<file path="src/hw/rtl/assert_macros.svh">
// assertion macros shared by the deque rtl
// every property is sampled on clk_i and disabled while rst_ni is low
`ifndef ASSERT_MACROS_SVH
`define ASSERT_MACROS_SVH

// property must hold at every clock edge outside reset
`define CDQ_ASSERT(lbl, prop, msg) \
  lbl: assert property (@(posedge clk_i) disable iff (!rst_ni) (prop)) else $error(msg);

// condition must never be seen outside reset
`define CDQ_ASSERT_NEVER(lbl, cond, msg) \
  `CDQ_ASSERT(lbl, !(cond), msg)

`endif

</file>
<file path="src/hw/rtl/cdq_pkg.sv">
// shared types and constants for the circular deque
// no dependencies; used by the channel interfaces and circular_deque
package cdq_pkg;

  localparam int unsigned CDQ_CAPACITY = 16;
  localparam int unsigned DATA_W       = 32;
  localparam int unsigned KIND_W       = 3;
  localparam int unsigned STATUS_W     = 2;

  // operation codes carried in the kind field
  typedef enum logic [KIND_W-1:0] {
    KIND_PUSH_FRONT = 3'd0,
    KIND_PUSH_REAR  = 3'd1,
    KIND_POP_FRONT  = 3'd2,
    KIND_POP_REAR   = 3'd3,
    KIND_PEEK_FRONT = 3'd4
  } kind_e;

  // result status codes
  typedef enum logic [STATUS_W-1:0] {
    ST_DONE  = 2'd0,
    ST_FULL  = 2'd1,
    ST_EMPTY = 2'd2
  } status_e;

endpackage

</file>
<file path="src/hw/rtl/cdq_if.sv">
// valid/ready channel interfaces for the deque request and result beats
// depends on cdq_pkg for field widths
interface cdq_in_if
  import cdq_pkg::*;
();
  logic                     valid;
  logic                     ready;
  logic [KIND_W-1:0]        kind;
  logic signed [DATA_W-1:0] data_in;

  modport source (output valid, kind, data_in, input ready);
  modport sink   (input valid, kind, data_in, output ready);
endinterface

interface cdq_out_if
  import cdq_pkg::*;
();
  logic                     valid;
  logic                     ready;
  logic [STATUS_W-1:0]      status;
  logic signed [DATA_W-1:0] data_out;
  logic                     is_empty;
  logic                     is_full;

  modport source (output valid, status, data_out, is_empty, is_full, input ready);
  modport sink   (input valid, status, data_out, is_empty, is_full, output ready);
endinterface

</file>
<file path="src/hw/rtl/cdq_ram.sv">
// generic single-write, single-read ram with registered read data
// no dependencies; read data holds until the next read
module cdq_ram #(
  parameter int unsigned WIDTH = 32,
  parameter int unsigned DEPTH = 16
) (
  input  logic                     clk_i,
  input  logic                     we_i,
  input  logic [$clog2(DEPTH)-1:0] waddr_i,
  input  logic [WIDTH-1:0]         wdata_i,
  input  logic                     re_i,
  input  logic [$clog2(DEPTH)-1:0] raddr_i,
  output logic [WIDTH-1:0]         rdata_o
);

  logic [WIDTH-1:0] mem_q [DEPTH];
  logic [WIDTH-1:0] rdata_q;

  // write port
  always_ff @(posedge clk_i) begin
    if (we_i) begin
      mem_q[waddr_i] <= wdata_i;
    end
  end

  // registered read port
  always_ff @(posedge clk_i) begin
    if (re_i) begin
      rdata_q <= mem_q[raddr_i];
    end
  end

  assign rdata_o = rdata_q;

endmodule

</file>
<file path="src/hw/rtl/circular_deque.sv">
// circular deque top level: index control, result register and ring ram
// depends on cdq_pkg, cdq_if.sv, cdq_ram and assert_macros.svh
//
// Usage:
//   in_i carries one operation per beat: kind (push front, push rear,
//   pop front, pop rear, peek front) and data_in, the word to push.
//   out_o returns exactly one result beat per request: status, the popped
//   or peeked word in data_out (zero otherwise) and the is_empty / is_full
//   flags that hold after the operation.
//   Timing: an accepted request moves the sequencer from S_IDLE to S_RD,
//   where the registered ram read data is ready, and its result is loaded
//   into the output register once that register is free. in_i.ready is
//   low in S_RD, so no new request is taken until the last one has left it.
//   Head and tail indexes move at acceptance; the ram is written in the
//   acceptance cycle or read for the next one.
//   Reset: the deque is empty, both indexes are zero, no result is pending.
//   Ram contents are not cleared; only written slots are ever read.
//   Receiver stall: one result waits in the output register while the next
//   request is accepted; that request then holds in its read cycle until
//   the output register frees up.
`include "assert_macros.svh"

module circular_deque
  import cdq_pkg::*;
#(
  parameter int unsigned CAPACITY = CDQ_CAPACITY
) (
  input  logic      clk_i,
  input  logic      rst_ni,
  cdq_in_if.sink    in_i,
  cdq_out_if.source out_o
);

  localparam int unsigned IDX_W = $clog2(CAPACITY);
  localparam logic [IDX_W-1:0] LAST_IDX = IDX_W'(CAPACITY - 1);

  typedef enum logic {
    S_IDLE,
    S_RD
  } state_e;

  // bookkeeping carried from acceptance to the result
  typedef struct packed {
    status_e status;
    logic    use_rd;
    logic    empty;
    logic    full;
  } pend_t;

  state_e             state_q, state_d;
  logic [IDX_W-1:0]   head_q, head_d;
  logic [IDX_W-1:0]   tail_q, tail_d;
  logic               empty_q, empty_d;
  pend_t              pend_q, pend_d;
  logic               out_valid_q, out_valid_d;
  logic [STATUS_W-1:0] out_status_q;
  logic [DATA_W-1:0]  out_data_q;
  logic               out_empty_q, out_full_q;

  logic               in_acc;
  logic               out_load;
  logic               full_now;
  logic               we;
  logic [IDX_W-1:0]   waddr;
  logic               re;
  logic [IDX_W-1:0]   raddr;
  logic [DATA_W-1:0]  rdata;

  function automatic logic [IDX_W-1:0] wrap_inc(input logic [IDX_W-1:0] i);
    return (i == LAST_IDX) ? '0 : i + IDX_W'(1);
  endfunction

  function automatic logic [IDX_W-1:0] wrap_dec(input logic [IDX_W-1:0] i);
    return (i == '0) ? LAST_IDX : i - IDX_W'(1);
  endfunction

  assign in_i.ready = (state_q == S_IDLE);
  assign in_acc     = in_i.valid && in_i.ready;
  assign full_now   = !empty_q && (wrap_inc(tail_q) == head_q);
  assign out_load   = (state_q == S_RD) && (!out_valid_q || out_o.ready);

  // operation decode and index update at acceptance
  always_comb begin
    head_d  = head_q;
    tail_d  = tail_q;
    empty_d = empty_q;
    we      = 1'b0;
    waddr   = '0;
    re      = 1'b0;
    raddr   = head_q;
    pend_d  = pend_q;
    if (in_acc) begin
      pend_d.status = ST_DONE;
      pend_d.use_rd = 1'b0;
      unique case (in_i.kind)
        KIND_PUSH_FRONT, KIND_PUSH_REAR: begin
          if (full_now) begin
            pend_d.status = ST_FULL;
          end else if (empty_q) begin
            head_d  = '0;
            tail_d  = '0;
            empty_d = 1'b0;
            we      = 1'b1;
            waddr   = '0;
          end else if (in_i.kind == KIND_PUSH_FRONT) begin
            head_d = wrap_dec(head_q);
            we     = 1'b1;
            waddr  = wrap_dec(head_q);
          end else begin
            tail_d = wrap_inc(tail_q);
            we     = 1'b1;
            waddr  = wrap_inc(tail_q);
          end
        end
        KIND_POP_FRONT, KIND_POP_REAR: begin
          if (empty_q) begin
            pend_d.status = ST_EMPTY;
          end else begin
            re            = 1'b1;
            raddr         = (in_i.kind == KIND_POP_FRONT) ? head_q : tail_q;
            pend_d.use_rd = 1'b1;
            if (head_q == tail_q) begin
              empty_d = 1'b1;
              head_d  = '0;
              tail_d  = '0;
            end else if (in_i.kind == KIND_POP_FRONT) begin
              head_d = wrap_inc(head_q);
            end else begin
              tail_d = wrap_dec(tail_q);
            end
          end
        end
        KIND_PEEK_FRONT: begin
          if (empty_q) begin
            pend_d.status = ST_EMPTY;
          end else begin
            re            = 1'b1;
            raddr         = head_q;
            pend_d.use_rd = 1'b1;
          end
        end
        default: begin
        end
      endcase
      pend_d.empty = empty_d;
      pend_d.full  = !empty_d && (wrap_inc(tail_d) == head_d);
    end
  end

  // sequencer and result handshake
  always_comb begin
    state_d     = state_q;
    out_valid_d = out_valid_q;
    if (out_o.ready) begin
      out_valid_d = 1'b0;
    end
    unique case (state_q)
      S_IDLE: begin
        if (in_acc) begin
          state_d = S_RD;
        end
      end
      S_RD: begin
        if (out_load) begin
          out_valid_d = 1'b1;
          state_d     = S_IDLE;
        end
      end
      default: begin
        state_d = S_IDLE;
      end
    endcase
  end

  // control state
  always_ff @(posedge clk_i or negedge rst_ni) begin
    if (!rst_ni) begin
      state_q     <= S_IDLE;
      head_q      <= '0;
      tail_q      <= '0;
      empty_q     <= 1'b1;
      out_valid_q <= 1'b0;
    end else begin
      state_q     <= state_d;
      head_q      <= head_d;
      tail_q      <= tail_d;
      empty_q     <= empty_d;
      out_valid_q <= out_valid_d;
    end
  end

  // pending bookkeeping and result payload
  always_ff @(posedge clk_i) begin
    pend_q <= pend_d;
    if (out_load) begin
      out_status_q <= pend_q.status;
      out_data_q   <= pend_q.use_rd ? rdata : '0;
      out_empty_q  <= pend_q.empty;
      out_full_q   <= pend_q.full;
    end
  end

  cdq_ram #(
    .WIDTH (DATA_W),
    .DEPTH (CAPACITY)
  ) u_ring (
    .clk_i   (clk_i),
    .we_i    (we),
    .waddr_i (waddr),
    .wdata_i (in_i.data_in),
    .re_i    (re),
    .raddr_i (raddr),
    .rdata_o (rdata)
  );

  assign out_o.valid    = out_valid_q;
  assign out_o.status   = out_status_q;
  assign out_o.data_out = out_data_q;
  assign out_o.is_empty = out_empty_q;
  assign out_o.is_full  = out_full_q;

  // checks on index and sequencer consistency
  `CDQ_ASSERT(a_empty_idx_zero, empty_q |-> (head_q == '0 && tail_q == '0), "empty with nonzero index")
  `CDQ_ASSERT(a_acc_to_read, in_acc |=> (state_q == S_RD), "accepted beat did not enter read cycle")
  `CDQ_ASSERT(a_load_only_in_read, out_load |-> (state_q == S_RD), "result loaded outside read cycle")
  `CDQ_ASSERT_NEVER(a_no_ram_collide, we && re, "ram read and write in the same cycle")

endmodule
</file>
<file path="src/flat_wrapper.sv">
// flat-port wrapper written by rule: the top's interface ports become plain ports
module circular_deque_flat import cdq_pkg::*;
#(
  parameter int unsigned CAPACITY = CDQ_CAPACITY
)
  (clk_i, rst_ni, in_i_valid, in_i_kind, in_i_data_in, in_i_ready, out_o_valid, out_o_status, out_o_data_out, out_o_is_empty, out_o_is_full, out_o_ready);
  cdq_in_if in_i_i ();
  cdq_out_if out_o_i ();
  input  logic clk_i;
  input  logic rst_ni;
  input wire logic [$bits(in_i_i.valid)-1:0] in_i_valid;
  input wire logic [$bits(in_i_i.kind)-1:0] in_i_kind;
  input wire logic [$bits(in_i_i.data_in)-1:0] in_i_data_in;
  output wire logic [$bits(in_i_i.ready)-1:0] in_i_ready;
  output wire logic [$bits(out_o_i.valid)-1:0] out_o_valid;
  output wire logic [$bits(out_o_i.status)-1:0] out_o_status;
  output wire logic [$bits(out_o_i.data_out)-1:0] out_o_data_out;
  output wire logic [$bits(out_o_i.is_empty)-1:0] out_o_is_empty;
  output wire logic [$bits(out_o_i.is_full)-1:0] out_o_is_full;
  input wire logic [$bits(out_o_i.ready)-1:0] out_o_ready;
  assign in_i_i.valid = in_i_valid;
  assign in_i_i.kind = in_i_kind;
  assign in_i_i.data_in = in_i_data_in;
  assign in_i_ready = in_i_i.ready;
  assign out_o_valid = out_o_i.valid;
  assign out_o_status = out_o_i.status;
  assign out_o_data_out = out_o_i.data_out;
  assign out_o_is_empty = out_o_i.is_empty;
  assign out_o_is_full = out_o_i.is_full;
  assign out_o_i.ready = out_o_ready;
  circular_deque #(.CAPACITY(CAPACITY)) u_core (.clk_i(clk_i), .rst_ni(rst_ni), .in_i(in_i_i), .out_o(out_o_i));
endmodule
</file>
<file path="config.mk">
export PLATFORM = sky130hd
export DESIGN_NAME = circular_deque_flat
export DESIGN_NICKNAME = d
export VERILOG_FILES = /design/src/hw/rtl/cdq_pkg.sv /design/src/hw/rtl/cdq_if.sv /design/src/hw/rtl/cdq_ram.sv /design/src/hw/rtl/circular_deque.sv /design/src/flat_wrapper.sv
export VERILOG_INCLUDE_DIRS = /design/src /design/src/hw/rtl
export SDC_FILE = /design/constraint.sdc
export NUM_CORES = 1
export LEC_CHECK = 0
export BUFFER_PORTS_ARGS = -buffer_cell sky130_fd_sc_hd__buf_2
export CORE_MARGIN = 2
export CORE_UTILIZATION = 40
export CTS_CLUSTER_DIAMETER = 40
export CTS_CLUSTER_SIZE = 25
export DETAILED_ROUTE_END_ITERATION = 8
export PLACE_DENSITY = 0.59
export SLEW_MARGIN = 10
export SYNTH_ARGS = -nofsm -noshare
export SYNTH_HDL_FRONTEND = slang
export SYNTH_HIERARCHICAL = 1
export SYNTH_SLANG_ARGS = --single-unit
</file>
<file path="constraint.sdc">
create_clock -name clk_i -period 9.2 [get_ports clk_i]
set_input_delay 1.84 -clock clk_i [delete_from_list [all_inputs] [get_ports clk_i]]
set_output_delay 1.84 -clock clk_i [all_outputs]
set_load 0.02 [all_outputs]
</file>
# Word level (Yosys, flattened, before mapping)
# Memories as Yosys holds them, arrays and structs flattened. A register that Yosys moved wholly into a read port is not among the register bits.
# Cells that the tools add are included.
[op_classes] addsub=5 eq_ne=10 mux=52 n_bitwise=1 n_reduce_logical=14
[ops] op="4-bit 2-to-1 mux" n=28
[ops] op="1-bit 2-to-1 mux" n=18
[ops] op="4-bit one-hot mux with 2 select lines" n=2
[ops] op="4-bit by 1-bit adder with 4-bit output, second input constant" n=3
[ops] op="4-bit == test" n=3
[ops] op="4-bit == test, second input constant" n=3
[ops] op="4-bit logical NOT" n=2
[ops] op="4-bit by 1-bit subtractor with 4-bit output, second input constant" n=2
[ops] op="3-bit by 2-bit == test with 1-bit output, second input constant" n=2
[ops] op="1-bit logical AND" n=4
[ops] op="1-bit one-hot mux with 2 select lines" n=2
[ops] op="2-bit one-hot mux with 2 select lines" n=1
[ops] op="2-bit OR reduction" n=2
[ops] op="3-bit by 1-bit == test with 1-bit output, second input constant" n=1
[ops] op="3-bit == test, second input constant" n=1
[ops] op="1-bit logical NOT" n=3
[ops] op="3-bit logical NOT" n=1
[ops] op="3-bit OR reduction" n=1
[ops] op="2-bit 2-to-1 mux" n=1
[ops] op="1-bit logical OR" n=1
[ops] op="1-bit inverter" n=1
[word_totals] reg_bits=52 ramBits=512 input_bits=39 out_inout_bits=38 word_cells=96 memories=1
[memory_table] memory="u_core.u_ring.mem_q" depth=16 word_bits=32 rd=1 rd_ports_with_merged_regs=1 wr=1 line_no="cdq_ram.sv:16" rtl="logic [WIDTH-1:0] mem_q [DEPTH];"

# Longest topological paths before layout
# Gate-level depths: netlist (run 1).
[depth] ltp_word=11 ltp_mapped=14 mapped_depth_nobuf=13

# Cells and area by module
# The synthesis (run 1) kept the hierarchy.
[by_module_without_submodules] mod="cdq_ram" instances=1 cells_each=838 area_each_um2=20155.6 seq_area_each_um2=16335.7
[by_module_without_submodules] mod="circular_deque" instances=1 cells_each=285 area_each_um2=3074.2 seq_area_each_um2=1507.7

# Worst setup path after synthesis (run 1)
# Ideal clock, no wire load.
[synth_timing] path_type="input to register" start="input in_i_kind[2]" end="memory u_core.u_ring.mem_q[0][0], enable pin" setup_ps=461 arrival_time_ps=5547 required_time_ps=8739 path_slack_ps=3192 cell_stages=7 n_path_buf=1 path_cell_list="buf_1 nor3_1 o21a_1 a21oi_1 and3_1 or3b_2 nor3_1"
[synth_via] elab_chain_len=6 elab_cells_between_ends=12 classes_between="1 x eq/ne; 9 x mux; 2 x reduce/logical"
[synth_rtl] item="start: declaration" line_no="flat_wrapper.sv:12" rtl="input wire logic [$bits(in_i_i.kind)-1:0] in_i_kind;"
[synth_rtl] item="3-bit logical NOT" line_no="circular_deque.sv:95, circular_deque.sv:105"
[synth_rtl] item="4-bit 2-to-1 mux" line_no="circular_deque.sv:105" rtl="end else if (in_i.kind == KIND_PUSH_FRONT) begin"
[synth_rtl] item="4-bit 2-to-1 mux" line_no="circular_deque.sv:99" rtl="end else if (empty_q) begin"
[synth_rtl] item="4-bit 2-to-1 mux" line_no="circular_deque.sv:97" rtl="if (full_now) begin"
[synth_rtl] item="4-bit 2-to-1 mux (*)" line_no="circular_deque.sv:95" rtl="unique case (in_i.kind)"
[synth_rtl] item="4-bit 2-to-1 mux (*)" line_no="circular_deque.sv:92" rtl="if (in_acc) begin"
[synth_rtl] item="named net u_core.waddr[3]" line_no="circular_deque.sv:64" rtl="logic [IDX_W-1:0] waddr;"
[synth_rtl] item="end: declaration" line_no="cdq_ram.sv:16"
# Mark *: on every way through the listed nets, which the timed path passes. The rest lies on a longest branch.

# Final worst setup path (run 1)
[layout_timing] start="register u_core.tail_q[0]" end="memory u_core.u_ring.mem_q[11][3], enable pin"
[layout_via] elab_chain_len=9 elab_cells_between_ends=15 classes_between="1 x add/sub; 2 x eq/ne; 11 x mux; 1 x reduce/logical"
[layout_rtl] item="start: declaration" line_no="circular_deque.sv:52" rtl="logic [IDX_W-1:0] tail_q, tail_d;"
[layout_rtl] item="start signal: assignment" line_no="circular_deque.sv:186" rtl="tail_q <= tail_d;"
[layout_rtl] item="4-bit by 1-bit adder with 4-bit output / 4-bit == test (equally long branches)" line_no="circular_deque.sv:70" rtl="return (i == LAST_IDX) ? '0 : i + IDX_W'(1);"
[layout_rtl] item="4-bit 2-to-1 mux (*)" line_no="circular_deque.sv:70"
[layout_rtl] item="4-bit == test (*)" line_no="circular_deque.sv:79" rtl="assign full_now = !empty_q && (wrap_inc(tail_q) == head_q);"
[layout_rtl] item="1-bit logical AND (*)" line_no="circular_deque.sv:79"
[layout_rtl] item="1-bit 2-to-1 mux (*)" line_no="circular_deque.sv:97"
[layout_rtl] item="1-bit 2-to-1 mux (*)" line_no="circular_deque.sv:95"
[layout_rtl] item="1-bit 2-to-1 mux (*)" line_no="circular_deque.sv:92"
[layout_rtl] item="named net u_core.we" line_no="circular_deque.sv:63" rtl="logic we;"
[layout_rtl] item="1-bit 2-to-1 mux (*)" line_no="cdq_ram.sv:21" rtl="if (we_i) begin"
[layout_rtl] item="1-bit 2-to-1 mux (not written as such) (*)" line_no="cdq_ram.sv:22" rtl="mem_q[waddr_i] <= wdata_i;"
# Marked as above.

==> flow_summary.ini, run 1 <==
[placement]
port_buffers = 76
post_dp_cell_area_mm2 = 0.0246
dp_hpwl_um = 26700
place.gp.congestion = 0.838
dp.cells = 1928

[pwr]
power.net_switching_uw = 2300
power.leakage_uw = 0.00876
power_report.internal_total_uw = 5700
proportion_of_power_drawn_by_flip_flops_and_latches_pct = 40.4
power_per_cell_area_mw_per_mm2 = 293
relative_contribution_of_the_clock_network_to_total_power_pct = 38.0
design_power_total_uw = 8000
pwr-share-comb_pct = 21.6
vdd_ir_drop_max_uv = 225
power.switching_fraction_pct = 28.8

[status]
status = completed

[routing]
detailedRoute.firstIterationViolations = 942
post_detailed_route_via_to_cell_ratio = 5.53
total_via_count_after_detailed_routing = 11500
wire_length_per_cell_um = 24.8
routed_wl_um = 51500
detail-route-antenna-nets = 0
drt-pass1-iter-count = 5
drcViolationCount = 0

[worst_hold_path]
hp-class = reg -> reg

[clock_tree]
insertion_delay_ps = 620
clkSinkCount = 596
numCtsBuffers = 79
cts.path.max_buffers = 3
htree_num_levels = 3
ctsRootBufferMaster = clkbuf_16
cts_tree = done
cts.repair.resized = 0
clock_pin_slew_on_the_worst_setup_and_hold_paths_ps = 50
hold_fix_buffers_at_cts = 0
post_cts_buffers = 0

[critical_path]
timing_worst_setup_path_type = reg -> reg
crit_path_start_kind = flip-flop
crit_fanout = 17
crit_required_ps = 9450
arrival_ps = 5650
crit_end_element = flip-flop

[grt]
gr-usage-all-layers_pct = 17.4
grt_pass1_vias = 11900
number_of_antenna_violations_at_the_first_check_in_global_routing = 3
grt_pass1_wl_um = 76800
grt_start_max_net_pins = 129
grt-ovfl-total = 0

[yosys]
ys_ff_latch = 596
synth_top_area_share_pct = 75.6
synthTopCellsByArea = edfxtp_1, mux4_2, a22oi_1, dfrtp_1, and2_1
synth-main-ff-cell = edfxtp_1
ys_async_sr_fraction_pct = 1.85
synth-edff-count = 585
yosysWarningCount = 6
synth.cell_area_mm2 = 0.0232
avgSynthCellArea_um2 = 20.7
sequential_cell_area_fraction_in_the_yosys_report_pct = 76.8
synthesis.instances = 1123
synth.net_count = 1167
yosysTopAreaCell = edfxtp_1
yosysUniqueCellTypes = 70

[die]
fp.dieArea_mm2 = 0.0600
area_inside_the_core_boundary_mm2 = 0.0576
num_rows = 88
top_level_port_count = 77
start_util_pct = 40.3
die_w_um = 245
dieHeight_um = 245

[final_layout]
layout.cells.most_common_list = edfxtp_1, mux4_2, clkbuf_16, buf_2, a22oi_1
flow.area_growth_from_synthesis_pct = 17.6
layoutNonFillerInstCount = 2074
post_route_cells_drive_above_1_share_pct = 31.4
finalInstanceArea_mm2 = 0.0273
fin_nets = 1288
insertedDiodeCount = 0
final_common_cell = edfxtp_1

[timing]
hold_violations = 0
relSlewSlack_pct = 15.4
tns_ps = 0
setup_violations = 0
final.period_utilization_pct = 58.8
worst_clock_skew_ps = 21.3
maxSlewViolCount = 0
fmaxAchievable_ghz = 0.185
layout_min_cycle_time_ps = 5410
hold_worst_slack_ps = 419
grt_setup_unrepaired = no
worstMarginPinSlew_ps = 1270

[run]
maxCapViolCount = 0
cell usage after synthesis (7+ instances only):
master and n:
buf_2 12, nor3_1 10, nand2_1 56, a21oi_1 12, dfrtp_1 10, buf_1 11
edfxtp_1 585, nor2_1 31, buf_4 10, inv_1 13, mux4_2 128, nand2b_1 7
clkbuf_1 26, a22oi_1 65, o21ai_0 19, and2_1 36
state kept, by name, indices dropped and copies added, names as in the netlist:
signal,flops
u_core/empty_q,1
u_core/head_q,4
u_core/out_o.data_out,32
u_core/out_o.is_empty,1
u_core/out_o.is_full,1
u_core/out_o.status,2
u_core/out_o.valid,1
u_core/pend_q,5
u_core/state_q,1
u_core/tail_q,4
u_core/u_ring/mem_q,512
u_core/u_ring/rdata_o,32
layout make-up:
cell class,instances,area [µm²]
fill,4704,30300
tap,765,957
clock buffer,84,2040
sequential,596,17800
timing repair buffer,102,601
multi-input combinational,452,5190
clock inverter,62,634
inverter,13,48.8
logic make-up after synthesis:
| logic type | count (synthesis) | share of synthesized area (%) |
|---|---|---|
| and+or+nand+nor | 168 | 3.69 |
| DFF | 596 | 76.8 |
| AOI/OAI and AO/OA | 136 | 4.55 |
| adders and majority gates | 5 | 0.269 |
| xor gates and xnor gates | 10 | 0.506 |
| muxes | 133 | 12.6 |
| buffers and inverters | 75 | 1.54 |
worst max-delay path, cell delays in order (launching register included):
cell,delay (ps)
dfrtp_1,540
ha_1,380
a21oi_1,320
o32ai_2,190
o211ai_2,390
nand2_1,140
nor2_1,340
nand2_1,160
a211oi_1,850
nand2_1,470
nor2_4,690
buf_4,530
layer usage:
metal  routed length [µm]  vias to the layer above  global-route usage, %
met1                22000                     6099                   23.3
li1                     -                     4927                      -
met2                25500                      359                   28.6
met4                 1170                        4                   6.19
met5                   23                        -                      0
met3                 2850                       87                   3.33
path summary, 6_finish.rpt:
check                                  from                         end  slack [ps]  cells past startpoint
min in group asynchronous            rst_ni            u_core/head_q[0]        1090                      1
hold / removal             u_core/pend_q[4]      u_core/out_o.status[1]         420                      0
max in group asynchronous            rst_ni              u_core/empty_q        7860                      1
setup reg to reg           u_core/tail_q[0]  u_core/u_ring/mem_q[11][3]        3790                     11
hold reg to reg            u_core/pend_q[4]      u_core/out_o.status[1]         420                      0
setup / recovery           u_core/tail_q[0]  u_core/u_ring/mem_q[11][3]        3790                     11
power groups by stage:
stage                     registers (µW)  clock network [µW]  logic (µW)
after detailed placement            3280                   0        1750
after global placement              3290                   0        1740
after CTS                           3230                3110        1750
after global routing                3240                3220        1880
after floorplan                     3230                   0        1340
final                               3230                3040        1730
metrics by stage:
| stage | worst slack [ps] | util (%) |
|---|---|---|
| floorplan | 3190 | - |
| global placement | 3570 | 42.8 |
| detailed placement | 3440 | 42.8 |
| CTS | 3850 | 47.4 |
| global route | 3370 | 47.4 |
| finish | 3790 | 47.4 |
Power figures use the tool's default switching activity.
==> run 2: changes to the inputs <==
Settings changed: PLACE_DENSITY 0.59 to 0.61.
Clock period 9.2 ns to 4.53 ns, I/O delays scaled along.
==> flow_summary.ini, run 2 (synthesis gave the netlist of run 1 again) <==
[final_layout]
final_common_cell = edfxtp_1
insertedDiodeCount = 0
flow.area_growth_from_synthesis_pct = 19.5
largest_register_ff_count = 512
finalCoreUtilization_pct = 48.2
largest_register = u_core/u_ring/mem_q
layout.cells.most_common_list = edfxtp_1, mux4_2, clkbuf_16, buf_2, a22oi_1
fin_nets = 1306
finalInstanceArea_mm2 = 0.0278
post_route_cells_drive_above_1_share_pct = 32.5

[grt]
number_of_antenna_violations_at_the_first_check_in_global_routing = 3
grt-ovfl-total = 0
grt_pass1_wl_um = 75700
grt_pass1_vias = 11900
grt_start_max_net_pins = 61
gr-usage-all-layers_pct = 17.1

[clock_tree]
cts.path.max_buffers = 3
insertion_delay_ps = 630
numCtsBuffers = 78
clkSinkCount = 596
cts_tree = done
htree_num_levels = 3
hold_fix_buffers_at_cts = 0
clock_pin_slew_on_the_worst_setup_and_hold_paths_ps = 60
ctsRootBufferMaster = clkbuf_16

[routing]
post_detailed_route_via_to_cell_ratio = 5.50
drcViolationCount = 0
route.met3.wl_um = 2550
routed_wl_um = 50400
detailedRoute.firstIterationViolations = 935
total_via_count_after_detailed_routing = 11500
detailroute.wirelength.met2_um = 25000
wire_length_per_cell_um = 24.1
m1WireLength_um = 21800
drt-pass1-iter-count = 5
topRoutingLayerUsed = met5
detail-route-antenna-nets = 0

[placement]
dp_hpwl_um = 26400
place.gp.congestion = 0.889
port_buffers = 76
post_dp_cell_area_mm2 = 0.0250

[run]
maxCapViolCount = 0

[critical_path]
r2r.worst_path.cells = 11
arrival_ps = 4430
timing.critical_path.to = u_core/u_ring/mem_q[1][8]
crit_path_start_kind = flip-flop
worst_reg2reg_path_endpoint = u_core/u_ring/mem_q[1][8]
crit_fanout = 19
crit_end_element = flip-flop
worst_setup_path_startpoint = u_core/tail_q[0]
timing.rr.start = u_core/tail_q[0]
r2r_setup_slack_ps = 360
timing_worst_setup_path_type = reg -> reg
crit_required_ps = 4790

[die]
num_rows = 88
area_inside_the_core_boundary_mm2 = 0.0576
dieHeight_um = 245
die_w_um = 245
fp.dieArea_mm2 = 0.0600
top_level_port_count = 77
start_util_pct = 40.3

[pwr]
vdd_ir_drop_max_uv = 386
power.leakage_uw = 0.00890
power_per_cell_area_mw_per_mm2 = 594

[timing]
maxSlewViolCount = 0
final.period_utilization_pct = 92.0
hold_violations = 0
tns_ps = 0
setup_violations = 0
relSlewSlack_pct = 51.6
grt_setup_unrepaired = no
layout_min_cycle_time_ps = 4170
worst_clock_skew_ps = 27.5
worstMarginPinSlew_ps = 725
fmaxAchievable_ghz = 0.240

[worst_hold_path]
hp-class = in -> async

[status]
status = completed
-- run 2: final cells by class --
cell class / instances / area (µm²)
tap: 765 / 957
clock inverter: 63 / 774
fill: 4646 / 29800
timing repair buffer: 121 / 951
clock buffer: 80 / 1960
inverter: 13 / 48.8
sequential: 596 / 17800
multi-input combinational: 452 / 5230
-- run 2: worst max-delay path, cell delays in order (launching register included) --
cell,delay [ps]
dfrtp_1,510
ha_1,360
a21oi_1,310
o32ai_2,180
o211ai_2,360
nand2_1,150
nor2_1,310
nand2_1,170
a211oi_2,500
nand2b_1,380
nor2_4,200
buf_4,370
-- run 2: worst min path at each step --
stage,start,to,cells past startpoint
2_1_floorplan,u_core/pend_q[1],u_core/out_o.is_empty,0
3_3_place_gp,u_core/pend_q[0],u_core/out_o.is_full,0
3_5_place_dp,u_core/pend_q[0],u_core/out_o.is_full,0
4_1_cts,rst_ni,u_core/out_o.valid,1
5_1_grt,rst_ni,u_core/out_o.valid,1
6_report,rst_ni,u_core/out_o.valid,1
-- run 2: metrics by stage --
stage / worst slack [ps] / total power [µW] / hold WS [ps] / cells
6_report: 361 / 16500 / 167 / 2090
5_1_grt: 39.3 / 17100 / 152 / 2090
4_1_cts: 300 / 16700 / 145 / 2090
3_5_place_dp: 287 / 10300 / 405 / 1947
3_3_place_gp: 430 / 10300 / 418 / 1947
2_1_floorplan: 45.1 / 9290 / 400 / 1123
-- run 2: routing by layer --
layer | GRT usage, % | vias to the layer above
li1 | - | 4970
met1 | 23.4 | 6081
met2 | 28.0 | 349
met3 | 3.19 | 91
met4 | 5.08 | 2
met5 | 0 | -
-- run 2: report_power, final --
group	internal, µW	switching [µW]
clock	3750	2550
sequential	6340	180
combinational	1670	1990
total	11800	4720
-- run 2: timing repair --
item / CTS / global route
setup endpoints to repair: 0 / 64
setup buffers: 0 / 0
resized for setup: 0 / 3
==> run 3: changes to the inputs <==
Settings changed: PLACE_DENSITY 0.61 to 0.58, SETUP_SLACK_MARGIN set to 0.1, SYNTH_HIERARCHICAL 1 to unset.
==> flow_summary.ini, run 3 <==
[critical_path]
timing_worst_setup_path_type = reg -> reg
r2r.worst_path.cells = 9
crit_required_ps = 4820
crit_fanout = 32
arrival_ps = 4200
crit_end_element = flip-flop
timing.rr.start = u_core.tail_q[1]
crit_path_start_kind = flip-flop
worst_setup_path_startpoint = u_core.tail_q[1]

[yosys]
synth-edff-count = 585
synth_xor_xnor_area_share_pct = 0.542
muxShareOfSynthArea_pct = 12.5
synth_top_area_share_pct = 74.7
synthesized_area_fraction_occupied_by_adder_cells_pct = 0.266
synthTopCellsByCount = edfxtp_1, mux4_2, nand2_1
synthesis.instances = 1199
ys_ff_latch = 596
yosysWarningCount = 0
synth.cell_area_mm2 = 0.0235
sequential_cell_area_fraction_in_the_yosys_report_pct = 75.8
synth.net_count = 1243
synth_compound_gate_area_share_pct = 4.24
ys_async_sr_fraction_pct = 1.85
avgSynthCellArea_um2 = 19.6
synth-main-ff-cell = edfxtp_1
yosysTopAreaCell = edfxtp_1
synth_most_common_cell = edfxtp_1
yosys.area_share.simple_pct = 4.94
synth_top_family_by_area = multiplexers
synthTopCellsByArea = edfxtp_1, mux4_2, and2_1, nand2_1, a211oi_1
yosysUniqueCellTypes = 69

[final_layout]
largest_register_ff_count = 512
post_route_cells_drive_above_1_share_pct = 30.9
flow.area_growth_from_synthesis_pct = 20.2
layout.cells.most_common_list = edfxtp_1, mux4_2, clkbuf_16, nand2_1, buf_2
final.fill_count = 4873
largest_register = u_core.u_ring.mem_q
insertedDiodeCount = 0
fin_nets = 1396
final_common_cell = edfxtp_1
finalCoreUtilization_pct = 48.8

[clock_tree]
hold_fix_buffers_at_cts = 0
clock_pin_slew_on_the_worst_setup_and_hold_paths_ps = 50
cts.path.max_buffers = 3
clkSinkCount = 596
cts.repair.resized = 0
numCtsBuffers = 84
insertion_delay_ps = 630
post_cts_buffers = 0
htree_num_levels = 3
ctsRootBufferMaster = clkbuf_16
cts_tree = done

[routing]
detail-route-antenna-nets = 0
routed_wl_um = 51300
post_detailed_route_via_to_cell_ratio = 5.40
wire_length_per_cell_um = 23.5
total_via_count_after_detailed_routing = 11800
drcViolationCount = 0
drt-pass1-iter-count = 5
detailedRoute.firstIterationViolations = 984

[pwr]
pwr-share-comb_pct = 23.1
power.net_switching_uw = 4890
power.switching_fraction_pct = 28.4
design_power_total_uw = 17200
power.leakage_uw = 0.00929
vdd_ir_drop_max_uv = 338
power_per_cell_area_mw_per_mm2 = 608
power_report.internal_total_uw = 12300
proportion_of_power_drawn_by_flip_flops_and_latches_pct = 38.4
relative_contribution_of_the_clock_network_to_total_power_pct = 38.5

[run]
maxCapViolCount = 0

[timing]
layout_min_cycle_time_ps = 3920
setup_violations = 0
final.period_utilization_pct = 86.4
relSlewSlack_pct = 54.0
worstMarginPinSlew_ps = 685
grt_setup_unrepaired = no
hold_violations = 0
tns_ps = 0
worst_clock_skew_ps = 39.5
maxSlewViolCount = 0
fmaxAchievable_ghz = 0.255

[grt]
grt_start_max_net_pins = 65
number_of_antenna_violations_at_the_first_check_in_global_routing = 1
gr-usage-all-layers_pct = 17.4
grt-ovfl-total = 0
grt_pass1_wl_um = 78200
grt_pass1_vias = 12500

[die]
dieHeight_um = 247
start_util_pct = 40.6
fp.dieArea_mm2 = 0.0608
die_w_um = 247
num_rows = 88
top_level_port_count = 77
area_inside_the_core_boundary_mm2 = 0.0579

[placement]
dp_hpwl_um = 28900
place.gp.congestion = 0.888
port_buffers = 76

[status]
status = completed

[worst_hold_path]
hp-class = in -> async
==> run 3: cell types whose count changed after synthesis, moves of 5 or more <==
cell / delta
nor2_1: +5
a211oi_1: +34
a31oi_1: +34
and2_1: +29
nand2_1: +29
buf_2: +7
buf_1: -8
a22oi_1: -65
==> run 3: power groups by stage <==
stage / sequential, µW / clock [µW] / combinational [µW]
6_report: 6590 / 6620 / 3970
4_1_cts: 6590 / 6770 / 4040
3_3_place_gp: 6700 / 0 / 4020
5_1_grt: 6610 / 6970 / 4320
3_5_place_dp: 6700 / 0 / 4020
2_1_floorplan: 6650 / 0 / 2830
==> run 3: routing by layer <==
layer | track usage, % | up-vias | wire length [µm] | part of all wire [%]
li1 | - | 5237 | - | -
met1 | 23.5 | 6173 | 22900 | 45
met2 | 28.8 | 310 | 25000 | 49
met3 | 3.07 | 80 | 2440 | 4.8
met4 | 5.37 | 2 | 959 | 1.9
met5 | 0 | - | 13 | 0.025
==> run 3: area by class of cell <==
| cell class | count | area (µm²) | share of cell area, % |
|---|---|---|---|
| clock buffer | 94 | 2180 | 7.72 |
| clock inverter | 61 | 708 | 2.51 |
| inverter | 12 | 50.0 | 0.177 |
| multi-input combinational | 524 | 5460 | 19.3 |
| sequential | 596 | 17800 | 63.1 |
| tap | 765 | 957 | 3.39 |
| timing repair buffer | 134 | 1070 | 3.77 |
==> run 3: worst max-delay path: stages, from the launching register on <==
cell and delay, ps:
dfrtp_1 580, ha_1 380, a21oi_2 80, o221ai_1 450, a21o_2 260, nand3_1 260
a2111oi_0 660, nand2_1 400, nor2_4 230, buf_12 270
==> run 3: final timing paths <==
| path | end | slack [ps] |
|---|---|---|
| max | u_core.u_ring.mem_q[8][14] | 610 |
| min | u_core.out_o.valid | 190 |
| max reg2reg | u_core.u_ring.mem_q[8][14] | 610 |
| min reg2reg | u_core.out_o.is_full | 420 |
| max in group asynchronous | u_core.empty_q | 4060 |
| min in group clk_i | u_core.out_o.is_full | 420 |
==> run 3: kinds of logic after synthesis <==
group	count (synthesis)
simple gates	233
compound gates	140
mux	133
flops	596
xor+xnor	13
buf+inv	79
fa+ha+maj	5
==> run 3: stage by stage <==
stage                     hold WS, ps  cells  area (µm²)  worst slack, ps
final                             192   2186       28300              614
after global routing              183   2186       28300              377
after CTS                         165   2186       28300              660
after detailed placement          406   2031       25400              500
after global placement            403   2031       25400              631
after floorplan                   400   1199       23500             56.5
